[src/hw/rtl/isq_pkg.sv]
// ----------------------------------------------------------------------------
// Ignition sequencer package
// Shared widths, register indexes, phase codes and the records that pass
// between the configuration block, the pass logic and the top level.
// ----------------------------------------------------------------------------
package isq_pkg;

	localparam int LEVEL_W     = 10;
	localparam int ELAPSED_W   = 10;
	localparam int COUNT_W     = 8;
	localparam int TIMER_W     = 16;
	localparam int PHASE_W     = 3;
	localparam int MANUAL_W    = 2;
	localparam int CFG_DATA_W  = 16;
	localparam int CFG_INDEX_W = 2;

	localparam logic [LEVEL_W-1:0] THRESHOLD_RST = LEVEL_W'(400);
	localparam logic [COUNT_W-1:0] DEBOUNCE_RST  = COUNT_W'(20);
	localparam logic [TIMER_W-1:0] IGNITE_RST    = TIMER_W'(1000);
	localparam logic [TIMER_W-1:0] BURN_RST      = TIMER_W'(15000);

	localparam logic [COUNT_W-1:0] COUNT_MAX = '1;
	localparam logic [TIMER_W-1:0] TIMER_MAX = '1;

	typedef enum logic [CFG_INDEX_W-1:0] {
		REG_MASTER_TRIP,
		REG_DEBOUNCE_PASSES,
		REG_IGNITE_DELAY,
		REG_BURN_TIME
	} reg_idx_t;

	typedef enum logic [PHASE_W-1:0] {
		PH_IDLE,
		PH_IGNITE,
		PH_OPEN,
		PH_BURN,
		PH_CLOSE,
		PH_DONE
	} phase_t;

	typedef struct packed {
		logic [LEVEL_W-1:0] master_trip_level;
		logic [COUNT_W-1:0] debounce_passes;
		logic [TIMER_W-1:0] ignite_delay_ms;
		logic [TIMER_W-1:0] burn_time_ms;
	} cfg_t;

	typedef struct packed {
		logic [LEVEL_W-1:0]   master_level;
		logic                 arm_button;
		logic                 fire_switch;
		logic                 valve_one_button;
		logic                 valve_two_button;
		logic [ELAPSED_W-1:0] elapsed_ms;
	} item_t;

	typedef struct packed {
		logic               stable_master;
		logic [COUNT_W-1:0] differ_count;
		logic               prev_arm;
		logic               prev_valve_one_btn;
		logic               prev_valve_two_btn;
		logic               arm_flag;
		logic               fire_flag;
		logic               igniter_flag;
		logic               aux_power_flag;
		logic               valve_one_state;
		logic               valve_two_state;
		phase_t             phase;
		logic [TIMER_W-1:0] phase_timer;
	} state_t;

	typedef struct packed {
		logic                valve_one_open;
		logic                valve_two_open;
		logic                armed;
		logic                firing;
		logic                igniter_on;
		logic                aux_power_on;
		logic                master_on;
		logic [PHASE_W-1:0]  sequence_phase;
		logic                buzz_master;
		logic                buzz_arm;
		logic                buzz_fire;
		logic [MANUAL_W-1:0] buzz_manual_count;
	} result_t;

	localparam state_t STATE_RST = '{
		stable_master:      1'b0,
		differ_count:       '0,
		prev_arm:           1'b0,
		prev_valve_one_btn: 1'b0,
		prev_valve_two_btn: 1'b0,
		arm_flag:           1'b0,
		fire_flag:          1'b0,
		igniter_flag:       1'b0,
		aux_power_flag:     1'b0,
		valve_one_state:    1'b0,
		valve_two_state:    1'b0,
		phase:              PH_IDLE,
		phase_timer:        '0
	};

endpackage

[src/hw/rtl/isq_cfg.sv]
// ----------------------------------------------------------------------------
// Ignition sequencer configuration registers
// Holds the master threshold, debounce count and the two sequence delays,
// written one at a time through a plain write port.
// ----------------------------------------------------------------------------
module isq_cfg (
	input  logic                             clk,
	input  logic                             arst_n,
	input  logic                             cfg_we,
	input  logic [isq_pkg::CFG_INDEX_W-1:0]  cfg_index,
	input  logic [isq_pkg::CFG_DATA_W-1:0]   cfg_data,
	output isq_pkg::cfg_t                    cfg
);

	isq_pkg::cfg_t cfg_q;

	always_ff @(posedge clk or negedge arst_n) begin
		if (!arst_n) begin
			cfg_q.master_trip_level <= isq_pkg::THRESHOLD_RST;
			cfg_q.debounce_passes   <= isq_pkg::DEBOUNCE_RST;
			cfg_q.ignite_delay_ms   <= isq_pkg::IGNITE_RST;
			cfg_q.burn_time_ms      <= isq_pkg::BURN_RST;
		end else if (cfg_we) begin
			case (cfg_index)
				isq_pkg::REG_MASTER_TRIP: begin
					cfg_q.master_trip_level <= cfg_data[isq_pkg::LEVEL_W-1:0];
				end
				isq_pkg::REG_DEBOUNCE_PASSES: begin
					cfg_q.debounce_passes <= cfg_data[isq_pkg::COUNT_W-1:0];
				end
				isq_pkg::REG_IGNITE_DELAY: begin
					cfg_q.ignite_delay_ms <= cfg_data[isq_pkg::TIMER_W-1:0];
				end
				isq_pkg::REG_BURN_TIME: begin
					cfg_q.burn_time_ms <= cfg_data[isq_pkg::TIMER_W-1:0];
				end
				default: begin
					cfg_q <= cfg_q;
				end
			endcase
		end
	end

	assign cfg = cfg_q;

endmodule

[src/hw/rtl/isq_step.sv]
// ----------------------------------------------------------------------------
// Ignition sequencer pass logic
// Computes the state after one control pass and the result of that pass:
// master debounce, arm toggle, fire start, sequence phases and manual abort.
// ----------------------------------------------------------------------------
module isq_step (
	input  isq_pkg::state_t  st,
	input  isq_pkg::cfg_t    cfg,
	input  isq_pkg::item_t   item,
	output isq_pkg::state_t  nxt,
	output isq_pkg::result_t res
);

	isq_pkg::state_t               n;
	logic [isq_pkg::TIMER_W:0]     timer_sum;
	logic [isq_pkg::COUNT_W-1:0]   cnt_inc;
	logic                          raw;
	logic                          buzz_master;
	logic                          buzz_arm;
	logic                          buzz_fire;
	logic [isq_pkg::MANUAL_W-1:0]  manual;

	always_comb begin
		n           = st;
		buzz_master = 1'b0;
		buzz_arm    = 1'b0;
		buzz_fire   = 1'b0;
		manual      = '0;

		// The timer runs on every pass and sticks at its maximum.
		timer_sum = {1'b0, st.phase_timer} +
			(isq_pkg::TIMER_W+1)'(item.elapsed_ms);
		n.phase_timer = timer_sum[isq_pkg::TIMER_W] ? isq_pkg::TIMER_MAX
			: timer_sum[isq_pkg::TIMER_W-1:0];

		raw     = item.master_level > cfg.master_trip_level;
		cnt_inc = (st.differ_count == isq_pkg::COUNT_MAX) ? st.differ_count
			: st.differ_count + isq_pkg::COUNT_W'(1);
		if (raw == st.stable_master) begin
			n.differ_count = '0;
		end else begin
			n.differ_count = cnt_inc;
			// A debounce setting of zero behaves as one, since cnt_inc is never zero here.
			if (cnt_inc >= cfg.debounce_passes) begin
				n.stable_master = raw;
				n.differ_count  = '0;
				buzz_master     = 1'b1;
			end
		end

		if (n.stable_master) begin
			n.aux_power_flag = 1'b1;
			if (item.arm_button && !st.prev_arm) begin
				n.arm_flag = !n.arm_flag;
				buzz_arm   = 1'b1;
			end
			if (!item.fire_switch && n.arm_flag && n.phase == isq_pkg::PH_IDLE) begin
				n.fire_flag = !n.fire_flag;
				if (n.fire_flag) begin
					buzz_fire      = 1'b1;
					n.igniter_flag = 1'b1;
					n.phase        = isq_pkg::PH_IGNITE;
					n.phase_timer  = '0;
				end
			end
		end else begin
			n.arm_flag     = 1'b0;
			n.igniter_flag = 1'b0;
			if (!n.fire_flag) begin
				n.aux_power_flag = 1'b0;
			end
		end
		n.prev_arm = item.arm_button;

		// A sequence started in this pass already checks its ignite delay here.
		case (n.phase)
			isq_pkg::PH_IGNITE: begin
				if (n.phase_timer >= cfg.ignite_delay_ms) begin
					n.valve_one_state = 1'b1;
					n.valve_two_state = 1'b1;
					n.phase           = isq_pkg::PH_OPEN;
				end
			end
			isq_pkg::PH_OPEN: begin
				n.phase       = isq_pkg::PH_BURN;
				n.phase_timer = '0;
			end
			isq_pkg::PH_BURN: begin
				if (n.phase_timer >= cfg.burn_time_ms) begin
					n.phase = isq_pkg::PH_CLOSE;
				end
			end
			isq_pkg::PH_CLOSE: begin
				n.valve_one_state = 1'b0;
				n.valve_two_state = 1'b0;
				n.phase           = isq_pkg::PH_DONE;
			end
			isq_pkg::PH_DONE: begin
				n.phase = isq_pkg::PH_IDLE;
			end
			default: begin
				n.phase = n.phase;
			end
		endcase

		if (n.stable_master) begin
			if (item.valve_one_button && !st.prev_valve_one_btn) begin
				n.valve_one_state = !n.valve_one_state;
				manual            = manual + isq_pkg::MANUAL_W'(1);
			end
			if (item.valve_two_button && !st.prev_valve_two_btn) begin
				n.valve_two_state = !n.valve_two_state;
				manual            = manual + isq_pkg::MANUAL_W'(1);
			end
			// Any manual valve action during a sequence aborts it.
			if (manual != '0 && n.phase != isq_pkg::PH_IDLE) begin
				n.phase           = isq_pkg::PH_IDLE;
				n.fire_flag       = 1'b0;
				n.igniter_flag    = 1'b0;
				n.valve_one_state = 1'b0;
				n.valve_two_state = 1'b0;
			end
		end
		n.prev_valve_one_btn = item.valve_one_button;
		n.prev_valve_two_btn = item.valve_two_button;
	end

	assign nxt = n;

	always_comb begin
		res.valve_one_open    = n.valve_one_state;
		res.valve_two_open    = n.valve_two_state;
		res.armed             = n.arm_flag;
		res.firing            = n.fire_flag;
		res.igniter_on        = n.igniter_flag;
		res.aux_power_on      = n.aux_power_flag;
		res.master_on         = n.stable_master;
		res.sequence_phase    = n.phase;
		res.buzz_master       = buzz_master;
		res.buzz_arm          = buzz_arm;
		res.buzz_fire         = buzz_fire;
		res.buzz_manual_count = manual;
	end

endmodule

[src/hw/rtl/ignition_sequencer_with_interlock_top.sv]
// ----------------------------------------------------------------------------
// Ignition sequencer with master interlock
// One control pass per input transfer: debounced master, arm and fire
// handling, six-phase ignition sequence and manual valve abort.
//
//   channel | direction | handshake            | payload
//   --------+-----------+----------------------+--------------------------------
//   in      | to block  | in_valid / in_stall  | master_level .. elapsed_ms
//   out     | from block| out_valid / out_stall| valve_one_open .. buzz_manual_count
//   cfg     | to block  | cfg_we               | cfg_index, cfg_data
//
// One pass is accepted every clock unless an output stall holds the input side; its
// result is taken by the input register at the transfer and then by the result
// register behind the pass logic, which offers it to the output channel.
// The pass logic reads the state left by the previous pass in the same cycle,
// so back-to-back items see each other's updates with no bubble.
// Reset clears all flags, counters and the phase, and loads the register defaults.
// A stall on the output holds the result register and the input register; the
// input side stalls only while both are full.
// ----------------------------------------------------------------------------
module ignition_sequencer_with_interlock_top (
	input  logic                                 clk,
	input  logic                                 arst_n,

	input  logic                                 in_valid,
	output logic                                 in_stall,
	input  logic [isq_pkg::LEVEL_W-1:0]          master_level,
	input  logic                                 arm_button,
	input  logic                                 fire_switch,
	input  logic                                 valve_one_button,
	input  logic                                 valve_two_button,
	input  logic [isq_pkg::ELAPSED_W-1:0]        elapsed_ms,

	output logic                                 out_valid,
	input  logic                                 out_stall,
	output logic                                 valve_one_open,
	output logic                                 valve_two_open,
	output logic                                 armed,
	output logic                                 firing,
	output logic                                 igniter_on,
	output logic                                 aux_power_on,
	output logic                                 master_on,
	output logic [isq_pkg::PHASE_W-1:0]          sequence_phase,
	output logic                                 buzz_master,
	output logic                                 buzz_arm,
	output logic                                 buzz_fire,
	output logic [isq_pkg::MANUAL_W-1:0]         buzz_manual_count,

	input  logic                                 cfg_we,
	input  logic [isq_pkg::CFG_INDEX_W-1:0]      cfg_index,
	input  logic [isq_pkg::CFG_DATA_W-1:0]       cfg_data
);

	isq_pkg::cfg_t    cfg;
	isq_pkg::item_t   item_in;
	isq_pkg::item_t   item_s1;
	logic             valid_s1;
	isq_pkg::state_t  st_q;
	isq_pkg::state_t  st_nxt;
	isq_pkg::result_t res_nxt;
	isq_pkg::result_t res_q;
	logic             out_valid_q;
	logic             advance;

	isq_cfg u_cfg (
		.clk       (clk),
		.arst_n    (arst_n),
		.cfg_we    (cfg_we),
		.cfg_index (cfg_index),
		.cfg_data  (cfg_data),
		.cfg       (cfg)
	);

	assign item_in.master_level     = master_level;
	assign item_in.arm_button       = arm_button;
	assign item_in.fire_switch      = fire_switch;
	assign item_in.valve_one_button = valve_one_button;
	assign item_in.valve_two_button = valve_two_button;
	assign item_in.elapsed_ms       = elapsed_ms;

	// The result register can take a new pass when it is empty or being drained.
	assign advance  = !out_valid_q || !out_stall;
	assign in_stall = valid_s1 && !advance;

	always_ff @(posedge clk or negedge arst_n) begin
		if (!arst_n) begin
			valid_s1 <= 1'b0;
		end else if (!in_stall) begin
			valid_s1 <= in_valid;
		end
	end

	always_ff @(posedge clk) begin
		if (in_valid && !in_stall) begin
			item_s1 <= item_in;
		end
	end

	isq_step u_step (
		.st   (st_q),
		.cfg  (cfg),
		.item (item_s1),
		.nxt  (st_nxt),
		.res  (res_nxt)
	);

	always_ff @(posedge clk or negedge arst_n) begin
		if (!arst_n) begin
			st_q        <= isq_pkg::STATE_RST;
			out_valid_q <= 1'b0;
		end else if (advance) begin
			out_valid_q <= valid_s1;
			if (valid_s1) begin
				st_q <= st_nxt;
			end
		end
	end

	always_ff @(posedge clk) begin
		if (advance && valid_s1) begin
			res_q <= res_nxt;
		end
	end

	assign out_valid         = out_valid_q;
	assign valve_one_open    = res_q.valve_one_open;
	assign valve_two_open    = res_q.valve_two_open;
	assign armed             = res_q.armed;
	assign firing            = res_q.firing;
	assign igniter_on        = res_q.igniter_on;
	assign aux_power_on      = res_q.aux_power_on;
	assign master_on         = res_q.master_on;
	assign sequence_phase    = res_q.sequence_phase;
	assign buzz_master       = res_q.buzz_master;
	assign buzz_arm          = res_q.buzz_arm;
	assign buzz_fire         = res_q.buzz_fire;
	assign buzz_manual_count = res_q.buzz_manual_count;

	// A held input item must not change while the result register is blocked.
	a_s1_hold: assert property (@(posedge clk) disable iff (!arst_n)
		in_stall |=> valid_s1 && $stable(item_s1))
		else $error("input register changed while stalled");

	// A pass that moves into the result register is offered on the next cycle.
	a_pass_offered: assert property (@(posedge clk) disable iff (!arst_n)
		advance && valid_s1 |=> out_valid_q)
		else $error("transfer into result register lost");

	// The arm flag can only be set while the debounced master is on.
	a_arm_needs_master: assert property (@(posedge clk) disable iff (!arst_n)
		st_q.arm_flag |-> st_q.stable_master)
		else $error("armed with master off");

	// The igniter is driven only while the debounced master is on.
	a_igniter_needs_master: assert property (@(posedge clk) disable iff (!arst_n)
		st_q.igniter_flag |-> st_q.stable_master)
		else $error("igniter on with master off");

endmodule

[config.mk]
export PLATFORM = sky130hd
export DESIGN_NAME = ignition_sequencer_with_interlock_top
export DESIGN_NICKNAME = d
export VERILOG_FILES = /design/src/hw/rtl/isq_pkg.sv /design/src/hw/rtl/isq_cfg.sv /design/src/hw/rtl/isq_step.sv /design/src/hw/rtl/ignition_sequencer_with_interlock_top.sv
export SDC_FILE = /design/constraint.sdc
export NUM_CORES = 1
export LEC_CHECK = 0
export BUFFER_PORTS_ARGS = -buffer_cell sky130_fd_sc_hd__buf_2
export CORE_MARGIN = 10
export CORE_UTILIZATION = 60
export DETAILED_ROUTE_END_ITERATION = 16
export PLACE_DENSITY_LB_ADDON = 0.15
export SETUP_SLACK_MARGIN = 0.3
export SLEW_MARGIN = 20
export SYNTH_ARGS = -nofsm -noshare
export SYNTH_HDL_FRONTEND = slang
export SYNTH_SLANG_ARGS = --single-unit
[constraint.sdc]
create_clock -name clk -period 5.54 [get_ports clk]
set_input_delay 0.277 -clock clk [delete_from_list [all_inputs] [get_ports clk]]
set_output_delay 0.277 -clock clk [all_outputs]
set_load 0.02 [all_outputs]
After elaboration in Yosys (flattened, before gate mapping)
Index checks and enable logic that the tools add are counted.

Flip-flop bits (word level): 128. Input bits: 47. ROM bits: 0. Output and inout port bits: 17. Word-level logic and storage cells: 120. Bits in latches: 0. RAM bits: 0. Memories kept: 0.

Bitwise gates (word level): 0. Eq/ne operators: 10. Shift-type cells: 0. Multiply operators: 0. Muxes and demuxes: 34. Div/mod/pow operators: 0. Add/subtract/negate cells: 3. Reductions and logical operators: 32. Order comparisons: 4.

Operator list (number): $mux W19 (3); $ge A16 B16 Y1 (2); $mux W16 (2); $add A16 B10 Y17 (1); $mux W8 (2); $mux W5 (3); $pmux W3 S5 (1); $mux W2 (7); $mux W1 (13); $logic_not A1 Y1 (12); $reduce_and A2 Y1 (6); $gt A10 B10 Y1 (1); $logic_and A1 B1 Y1 (9); $mux W9 (1); $add A8 B1 Y8 const B (1); $eq A8 B8 Y1 const B (1); $ge A8 B8 Y1 (1); $eq A3 B2 Y1 const B (2); $eq A3 B3 Y1 const B (2); $eq A2 B2 Y1 const B (2); $pmux W2 S2 (1); $eq A3 B1 Y1 const B (1); $logic_not A3 Y1 (1); $mux W3 (1); other kinds (7) (7).

Logic depth before layout (Yosys ltp)
Depth after elaboration: 17. Mapped depth: 23. Depth with buffers taken out: 21.

Cells and area by module
A second synthesis with hierarchy kept.

Cells, all modules: 625. Area total of the unflattened synthesis: 7458.4 sq um.

Modules (own cells, without submodules): ignition_sequencer_with_interlock_top (cells each 125, seq. area each 2147.1 sq um, area an instance 2733.9 sq um, instances 1); isq_step (cells each 393, seq. area each 0.0 sq um, area an instance 2721.4 sq um, instances 1); isq_cfg (cells each 107, seq. area each 1273.7 sq um, area an instance 2003.2 sq um, instances 1).

Worst setup path after synthesis
OpenSTA, ideal clock, no wires.

Path kind: register -> register. Start point: reg st_q[28] (netlist bit). End point: reg res_q, in the netlist valve_one_open (data pin). Required time: 5271 ps. Arrival: 4743 ps. Library setup time: 269 ps. Path slack: 528 ps. Stages on the path, launching flop included: 22. Path through: dfrtp_1 -> ha_1 -> and3_1 -> nand3_1 -> mux2_2 -> ha_1 -> a2111oi_0 -> nand4b_1 -> a21bo_1 -> o21ai_0 -> clkbuf_1 -> buf_2 -> nor2_1 -> ha_1 -> o211ai_1 -> a21oi_1 -> or4_1 -> a41oi_1 -> o21a_1 -> or4_4 -> and3_1 -> nor3_1.

RTL lines: from (decl) (line ignition_sequencer_with_interlock_top.sv:58) `isq_pkg::state_t st_q;`; from (signal assigned) (line ignition_sequencer_with_interlock_top.sv:109) `st_q <= isq_pkg::STATE_RST;`; from (signal assigned) (line ignition_sequencer_with_interlock_top.sv:114) `st_q <= st_nxt;`; to (signal assigned) (line ignition_sequencer_with_interlock_top.sv:121) `res_q <= res_nxt;`; to (decl) (line ignition_sequencer_with_interlock_top.sv:61) `isq_pkg::result_t res_q;`.

==> impl_metrics.ini <==
[cts]
numCtsBuffers = 17
tritoncts = yes
cts-htree-levels = 4
worstSkewPairLatency_ns = 0.42
cts_sinks = 128
cts-root-buf = clkbuf_16
clk_path_buf_depth = 2
clk_pin_slew_ns = 0.06

[route]
drt-total-wl_mm = 15.76
wl_per_cell_um = 17.83
drt_first_pass_iters = 7
drc = 0
ant_nets = 0
drtIter0Drc = 466
vias = 5106
routed_via_density = 5.776

[timing]
final.setup.tns_ns = 0
drv_slew = 0
skew_ns = 0.006747
max-slew-margin-rel_pct = 31.95
period_share_pct = 91.41
finalSetupViolCount = 0
timing.fmax_mhz = 197.5
hold_viol = 0
rsz0062_at_grt = false
timing.hold.ws_ns = 0.02766
finalCriticalPeriod_ns = 5.064
tightest_slew_ns = 1.020

[place]
dp_hpwl_mm = 11.23
gp_congestion = 0.8541
port_buffers = 63
placed_area_mm2 = 0.007423

[power]
peakVddDrop_v = 0.0004504
power_frac_seq_pct = 34.0
p_int_mw = 2.500
clkPwrFrac_pct = 27.7
powerDensity_mw_per_mm2 = 482.4
power_mw = 3.914
p_leak_nw = 3.763
power_switching_share_pct = 36.13
switchingPower_mw = 1.414
pwr-share-comb_pct = 38.3

[floorplanning]
io_pins = 64
start_util_pct = 61.05
core_mm2 = 0.01142
dieArea_mm2 = 0.01633
rows = 39
die_h_um = 127.8
die_x_um = 127.8

[yosys]
postSynthCellCount = 649
synth-warning-count = 0
synthDistinctLibCells = 60
async_reset_ff_share_pct = 69.53
synth_edf_count = 39
synth.avg_cell_area_um2 = 10.74
synthFlopType = dfrtp_1
syn_nets = 760
synth-seq-cells = 128
synth_area_mm2 = 0.006970
yosysSeqAreaShare_pct = 49.08

[critical_path]
worstReg2RegEnd = valve_one_open
endpoint_kind = flip-flop
crit_arrival_ns = 5.21
rr_worst_depth = 20
crit_start = st_q[28]
crit_path_max_fanout = 12
crit_type = flip-flop to flip-flop
start_kind = flip-flop
endpoint = valve_one_open
cp.required_ns = 5.69
rrSetupSlack_ns = 0.48
r2r_start = st_q[28]

[cells_and_area]
antennaDiodeCount = 0
fill_cells = 864
final_cell_mix = dfrtp_1 (70), ha_1 (63), buf_2 (63)
postLayoutCellArea_mm2 = 0.008114
nNetsFinal = 839
syn2layout_area_growth_pct = 16.41
final_common_cell = dfrtp_1
drive_gt1_share_pct = 25.10

[global_route]
grt_max_degree = 51
grt.total_usage_pct = 19.83
antenna_found_initial = 0
grt_overflow = 0
grt_pass1_wl_mm = 26.21
grt_pass1_vias = 5453

[run]
cap_violations = 0

[hold_path]
hp-class = input port to flip-flop

[run_status]
status = finished, final reports clean
logic make-up (layout without fill, tap and decap cells):
family	after synthesis	count (layout)	synth area share, %
fa+ha+maj	64	64	11.60
flops	128	128	49.08
buf+inv	75	167	4.398
compound gates	144	144	13.21
mux	45	45	7.234
xor+xnor	14	14	1.867
simple gates	179	179	12.62
worst min-delay path by stage:
stage                         start          end  slack (ns)  depth (start not counted)
floorplan                    arst_n    out_valid       -0.02                          0
detailed placement           arst_n     st_q[35]        0.30                          1
global placement             arst_n     st_q[32]        0.29                          1
global route        master_level[7]  item_s1[21]        0.02                          1
CTS                 master_level[7]  item_s1[21]        0.02                          1
finish              master_level[4]  item_s1[18]        0.03                          1
stage by stage:
step	util, %	std cells	worst slack [ns]
CTS	70.37	878	0.3023
detailed placement	65.01	844	0.1277
global placement	65.01	844	0.3520
finish	71.06	884	0.4758
global route	71.06	884	0.2752
floorplan	-	649	0.5281
Yosys cell counts, types with 3 or more instances:
library cell	number	area share, %
ha_1	63	11
o211ai_1	5	0.54
o31ai_1	5	0.54
nand4_1	7	0.63
a22o_1	8	1.0
a21o_1	10	1.1
o21a_1	7	0.75
a21oi_1	33	2.4
nor2_1	44	2.4
edfxtp_1	39	17
nor3_1	12	0.86
xor2_1	4	0.50
nand3_1	12	0.86
clkbuf_1	11	0.59
o21ai_0	42	3.0
nand2_1	56	3.0
mux2_2	43	6.9
and3_1	7	0.63
and2_1	5	0.45
dfstp_2	18	6.8
a31oi_1	7	0.63
o41ai_1	3	0.38
nor2b_1	7	0.63
xnor2_1	9	1.1
dfrtp_1	71	25
nand2b_1	14	1.3
inv_1	58	3.1
o21bai_1	3	0.32
what timing repair did:
item | in CTS | in global routing
setup endpoints to repair | 10 | 10
gates cloned | 0 | 1
gates resized for setup | 3 | 9
setup buffers | 1 | 5
hold buffers | 1 | 0
endpoints found under the hold margin | 37 | 0
pin swaps | 0 | 3
power groups by stage:
stage | registers (mW) | clock network [mW] | logic, mW
floorplan | 1.32 | 0 | 1.07
global placement | 1.33 | 0 | 1.38
detailed placement | 1.34 | 0 | 1.45
CTS | 1.33 | 1.10 | 1.48
global route | 1.35 | 1.14 | 1.71
finish | 1.33 | 1.09 | 1.50
area by class of cell:
type                       count  area (um^2)  share of cell area [%]
sequential                   128         3422                   42.17
multi-input combinational    446         3292                   40.57
clock buffer                  22        464.2                   5.721
timing repair buffer          77        426.7                   5.258
inverter                      58        217.7                   2.683
tap                          143        178.9                   2.205
clock inverter                10        112.6                   1.388
registers in the layout, summed over array words and instances, names as in the netlist:
name,count
u_cfg.cfg,50
st_q,37
item_s1,24
sequence_phase,3
buzz_manual_count,2
armed,1
aux_power_on,1
buzz_arm,1
buzz_fire,1
buzz_master,1
firing,1
igniter_on,1
master_on,1
out_valid,1
valid_s1,1
valve_one_open,1
valve_two_open,1
layer usage:
layer / up-vias / routed length [um] / global-route usage, %
met5: - / 0 / 0
met2: 122 / 8058 / 34.00
met1: 2471 / 6742 / 23.66
met3: 29 / 668 / 4.797
li1: 2484 / - / -
met4: 0 / 292 / 7.219
worst max-delay path, cell delays in order, from the launching register on:
cell	delay (ns)
dfrtp_2	0.44
ha_1	0.23
and3_2	0.25
nand3_2	0.15
mux2_2	0.37
ha_1	0.29
a2111oi_2	0.30
nand4b_1	0.22
a21bo_1	0.19
o21ai_2	0.08
buf_6	0.16
or2_2	0.31
ha_1	0.27
nor2_1	0.09
a21oi_1	0.08
or4_1	0.51
a41oi_1	0.25
o21a_1	0.22
or4_4	0.16
and3_1	0.17
nor3_1	0.05
Power figures use the tool's default switching activity.
